File: config.mk
export PLATFORM = sky130hd
export DESIGN_NAME = srsa_front
export DESIGN_NICKNAME = d
export VERILOG_FILES = /design/src/hdl/srsa_pkg.sv /design/src/hdl/srsa_front.sv
export VERILOG_INCLUDE_DIRS = /design/src /design/src/hdl
export SDC_FILE = /design/constraint.sdc
export NUM_CORES = 1
export LEC_CHECK = 0
export BUFFER_PORTS_ARGS = -buffer_cell sky130_fd_sc_hd__buf_2
export CAP_MARGIN = 20
export CORE_MARGIN = 3
export CORE_UTILIZATION = 55
export CTS_BUF_LIST = sky130_fd_sc_hd__clkbuf_4
export DETAILED_ROUTE_END_ITERATION = 7
export GPL_TIMING_DRIVEN = 0
export PLACE_DENSITY_LB_ADDON = 0.1
export RECOVER_POWER = 50
export SLEW_MARGIN = 40
export SYNTH_ARGS = -nofsm -noshare
export SYNTH_HDL_FRONTEND = slang
export SYNTH_SLANG_ARGS = --single-unit
export TNS_END_PERCENT = 5
File: constraint.sdc
create_clock -name clk -period 3.4 [get_ports clk]
set_clock_uncertainty 0.1 [all_clocks]
set_input_delay 0.17 -clock clk [delete_from_list [all_inputs] [get_ports clk]]
set_output_delay 0.17 -clock clk [all_outputs]
set_load 0.05 [all_outputs]
File: src/hdl/assert_macros.svh
// Assertion macros shared by the RTL.
`ifndef ASSERT_MACROS_SVH
`define ASSERT_MACROS_SVH
`ifndef SYNTHESIS
`define ASSERT_IMPL(label, clk, rst_n, ante, cons, msg) \
  label: assert property (@(posedge clk) disable iff (!rst_n) (ante) |-> (cons)) else $error(msg);
`define ASSERT_NEXT(label, clk, rst_n, ante, cons, msg) \
  label: assert property (@(posedge clk) disable iff (!rst_n) (ante) |=> (cons)) else $error(msg);
`else
`define ASSERT_IMPL(label, clk, rst_n, ante, cons, msg)
`define ASSERT_NEXT(label, clk, rst_n, ante, cons, msg)
`endif
`endif

File: src/hdl/srsa_pkg.sv
`timescale 1ns / 1ps
package srsa_pkg;
  localparam int MaxRows = 1024;
  localparam int RowW = $clog2(MaxRows);
  localparam logic [0:0] CmdAcc = 1'b0;
  localparam logic [0:0] CmdRead = 1'b1;
  localparam logic [0:0] RegRowCount = 1'b0;
  localparam logic [0:0] RegColCount = 1'b1;
  localparam logic [47:0] SumMax = 48'h7FFF_FFFF_FFFF;
  localparam logic [47:0] SumMin = 48'h8000_0000_0000;
  localparam logic [19:0] CountMax = 20'hFFFFF;

  typedef struct packed {
    logic          cmd;
    logic          ok;
    logic [RowW-1:0] row;
    logic [23:0]   weight;
  } job_t;
endpackage

File: src/hdl/srsa_front.sv
`timescale 1ns / 1ps
module srsa_front
  import srsa_pkg::*;
(
  input  logic        clk,
  input  logic        rst_n,
  input  logic        in_valid,
  output logic        in_ready,
  input  logic        cmd,
  input  logic [9:0]  row,
  input  logic [19:0] col,
  input  logic [23:0] weight,
  input  logic [10:0] row_count,
  input  logic [20:0] column_count,
  input  logic        flush,
  output logic        q_valid,
  input  logic        q_ready,
  output job_t        q_job
);
  // Two-entry queue between classification and execution.
  job_t        mem_r [2];
  logic        wp_r, rp_r, wp_nxt, rp_nxt;
  logic [1:0]  cnt_r, cnt_nxt;
  job_t        job;
  logic        push, pop;

  always_comb begin
    job.cmd = cmd;
    job.row = row[RowW-1:0];
    job.weight = weight;
    job.ok = ({1'b0, row} < row_count) && ({21'd0, row} < 31'(MaxRows))
             && (cmd == CmdRead || {1'b0, col} < column_count);
  end

  assign in_ready = (cnt_r != 2'd2) && !flush;
  assign push = in_valid && in_ready;
  assign q_valid = (cnt_r != 2'd0);
  assign pop = q_valid && q_ready;
  assign q_job = mem_r[rp_r];
  assign wp_nxt = wp_r ^ push;
  assign rp_nxt = rp_r ^ pop;
  assign cnt_nxt = cnt_r + {1'b0, push} - {1'b0, pop};

  always_ff @(posedge clk) begin
    if (push) begin
      mem_r[wp_r] <= job;
    end
    if (!rst_n) begin
      wp_r <= 1'b0;
      rp_r <= 1'b0;
      cnt_r <= 2'd0;
    end else begin
      wp_r <= wp_nxt;
      rp_r <= rp_nxt;
      cnt_r <= cnt_nxt;
    end
  end

  `include "assert_macros.svh"
  `ASSERT_IMPL(a_no_overfill, clk, rst_n, cnt_r == 2'd2, !push, "queue overfilled")
  `ASSERT_IMPL(a_no_underflow, clk, rst_n, cnt_r == 2'd0, !pop, "queue underflow")
  `ASSERT_NEXT(a_cnt_track, clk, rst_n, push && !pop && cnt_r == 2'd0, cnt_r == 2'd1,
               "queue count lost a push")
endmodule

==> impl_metrics.csv <==
group,metric,value,unit
yosys,synth_area_leaders,"edfxtp_1 (61%), mux2_2 (11%), ha_1 (11%)",
run,maxCapViolations,2,
critical_path,max_stage_delay,1310,ps
drt,via_per_inst,5.04,
floorplan,coreArea,6100,sq um
grt,grt_pass1_wl,11.6,mm
floorplan,fp.dieW,86.3,um
outcome,violations,"capacitance limit, slew limit",
finish,drive_above_1_share,37.5,%
yosys,synth-seq-cells,77,
yosys,synth_edf_count,72,
critical_path,path_cells,"inv_1 > a21oi_1 > nand2_1 > inv_1 > ha_1",
critical_path,worst-path-buf-inv,2,
outcome,status,"finished, violations left",
timing,setup_violations,0,
yosys,synth_common_cells,"edfxtp_1 (72), mux2_2 (36), inv_1 (34)",
critical_path,cp-start-kind,"register",
floorplan,die_y,86.3,um
critical_path,reg2reg_setup_slack,810,ps
floorplan,pin_count,130,
yosys,synthFlopType,"edfxtp_1",
timing,rsz0062_at_grt,"no",
finish,synthToLayoutAreaGrowth,34.0,%
clocking,root_buffer,"clkbuf_4",
floorplan,rows,28,
placement,io_buffer_count,129,
yosys,yosys.cell_count.top_type,"edfxtp_1",
power,powerDensity,579,nW/um^2
floorplan,dieArea,7440,sq um
drt,num_vias,2489,
placement,gp_congestion,0.741,
placement,hpwl,4.84,mm
timing,final_max_slew_viol_count,74,
clocking,ctsResizeCount,0,
drt,avgRoutedWirePerCell,14.5,um
clocking,clkLatencyLatePin,410,ps
critical_path,cp_common_cell,"inv_1",
timing,fmax,0.386,GHz
critical_path,cp_top_family,"adder cells",
grt,antenna_found_initial,0,
min_path,hp-start,"in_valid",
critical_path,r2r-start,"cnt_r[0]",
timing,hold_slack,80.7,ps
grt,grt_pass1_vias,2664,
finish,seq_area,2260,sq um
yosys,avgSynthCellArea,14.9,sq um
drt,ant_nets,0,
critical_path,cp.arrival,2500,ps
power,ir_worst_vdd,0.570,mV
yosys,yosys_warnings,0,
floorplan,floorplan.initialDensity,58.1,%
timing,finalCritPeriodShare,76.1,%
finish,final_cell_area,4750,sq um
grt,grt_max_degree,37,
yosys,yosys.cell_types.count,31,
critical_path,crit_path_top_delay_cell,"ha_1",
timing,worst_slew_pin_slew,1710,ps
critical_path,worst-path-max-fanout,36,
drt,drtIter0Drc,91,
timing,slew_headroom,-13.8,%
min_path,hold_depth,5,
finish,nNetsFinal,538,
yosys,netlist.area_leader.share,61.0,%
critical_path,worst_r2r_path_depth,5,
clocking,clk_path_buf_depth,2,
yosys,synth_seq_area_share,63.8,%
clocking,clkTransAtPathRegs,120,ps
grt,grtUsageTotal,20.7,%
timing,fin_crit,2590,ps
critical_path,crit_type,"register to register",
grt,grt_overflow_total,0,
timing,hold_viol,0,
finish,fin_util,77.9,%
drt,drt_pass1_iterations,4,
power,leakage,2.05,nW
clocking,cts_tree,"done",
yosys,syn_nets,362,
finish,multi_input_area,1140,sq um
yosys,netlist_area,3540,sq um
yosys,syn_inst,238,
critical_path,worstPathRequired,3310,ps
finish,fillers,407,
critical_path,crit_path_end_kind,"register",
drt,drc,0,
clocking,cts-htree-levels,3,
yosys,synthArstFlopShare,0,%
timing,finalSetupTns,0,ps
clocking,cts_made_buffers,9,
placement,placed_area,4310,sq um
min_path,min_path_type,"primary input to register",
drt,routed_wl,7.15,mm
finish,antenna_cells,0,
critical_path,rr_endpoint,"mem_r[0][25]",
yosys,synth_top_area_cell,"edfxtp_1",
clocking,cts.sinks,77,
min_path,hold_end,"wp_r",
-- state kept, by name, summed over array words and instances (netlist names), named ones only --
register,count
rp_r,1
wp_r,1
cnt_r,2
mem_r,72
-- power breakdown --
group,switching (mW),internal (mW)
Clock,0.319,0.228
Sequential,0.0252,1.13
Combinational,0.699,0.343
-- worst max-delay path by stage --
stage                      from            to  slack, ps  cells past startpoint
2_1_floorplan          cnt_r[0]   mem_r[1][0]        520                      5
3_3_place_gp           cnt_r[0]   mem_r[0][5]        790                      5
3_5_place_dp   column_count[18]  mem_r[0][34]       1480                      7
4_1_cts                register     q_job[29]       1040                      4
5_1_grt                cnt_r[0]  mem_r[0][25]        560                      5
6_report               cnt_r[0]  mem_r[0][25]        810                      5
-- timing repair --
item / CTS / global route
endpoints found under the hold margin: 75 / 0
hold buffers: 36 / 0
buffers inserted: 0 / 0
-- per-layer routing --
metal	up-vias	GRT usage [%]	share of wire, %	routed length [um]
li1	1224	-	-	-
met1	1151	21.4	38	2710
met2	101	38.0	53	3750
met3	13	5.89	7.3	524
met4	0	10.5	2.1	153
met5	-	0	0	0
-- worst reg2reg max path: stages, from the launching register on --
cell     delay [ps]
dfxtp_1         370
inv_1            40
a21oi_1         160
nand2_1         100
inv_1            90
ha_1           1310
-- placed cells by master, fill, tap and decap left out, types with 2 or more instances in the layout --
cell type      Yosys  routed
clkinv_4           0       2
and2_0             0       2
ha_1              32      32
nor4_1             2       2
xnor2_1            3       3
nor2_1             3       3
inv_1             34      34
nor2b_1            3       3
nand3_1            3       3
mux2_2            36      36
a21oi_1           10      10
edfxtp_1          72      72
inv_6              0       2
nand2_1            8       8
nand2b_1           2       2
dfxtp_1            5       5
clkbuf_4           0       9
clkbuf_1           1      30
nand4_1            2       2
or2_2              2       2
buf_2              3     103
o21ai_0            2       2
dlygate4sd3_1      0      36
-- through the flow --
stage          total power, mW  std cells  setup slack, ps
3_3_place_gp              2.19        442              789
6_report                  2.75        494              812
5_1_grt                   2.89        494              564
3_5_place_dp              2.21        442             1480
2_1_floorplan             1.96        238              517
4_1_cts                   2.78        494             1040
-- layout make-up --
| cell class | instances | share of cell area (%) |
|---|---|---|
| Multi-Input combinational cell | 123 | 23.9 |
| Timing Repair Buffer | 165 | 20.4 |
| Clock buffer | 9 | 1.42 |
| Clock inverter | 7 | 1.55 |
| Buffer | 4 | 0.395 |
| Sequential cell | 77 | 47.6 |
| Inverter | 34 | 2.69 |
| Tap cell | 75 | 1.98 |
-- logic make-up after synthesis --
| group | share of synthesized area, % |
|---|---|
| AO/OA/AOI/OAI | 4.27 |
| multiplexers | 11.4 |
| adder cells (fa/ha/maj) | 11.3 |
| AND/OR/NAND/NOR | 4.31 |
| buffers and inverters | 4.13 |
| flip-flops | 63.8 |
| XOR/XNOR | 0.741 |
(Power assumes the default switching activity.)
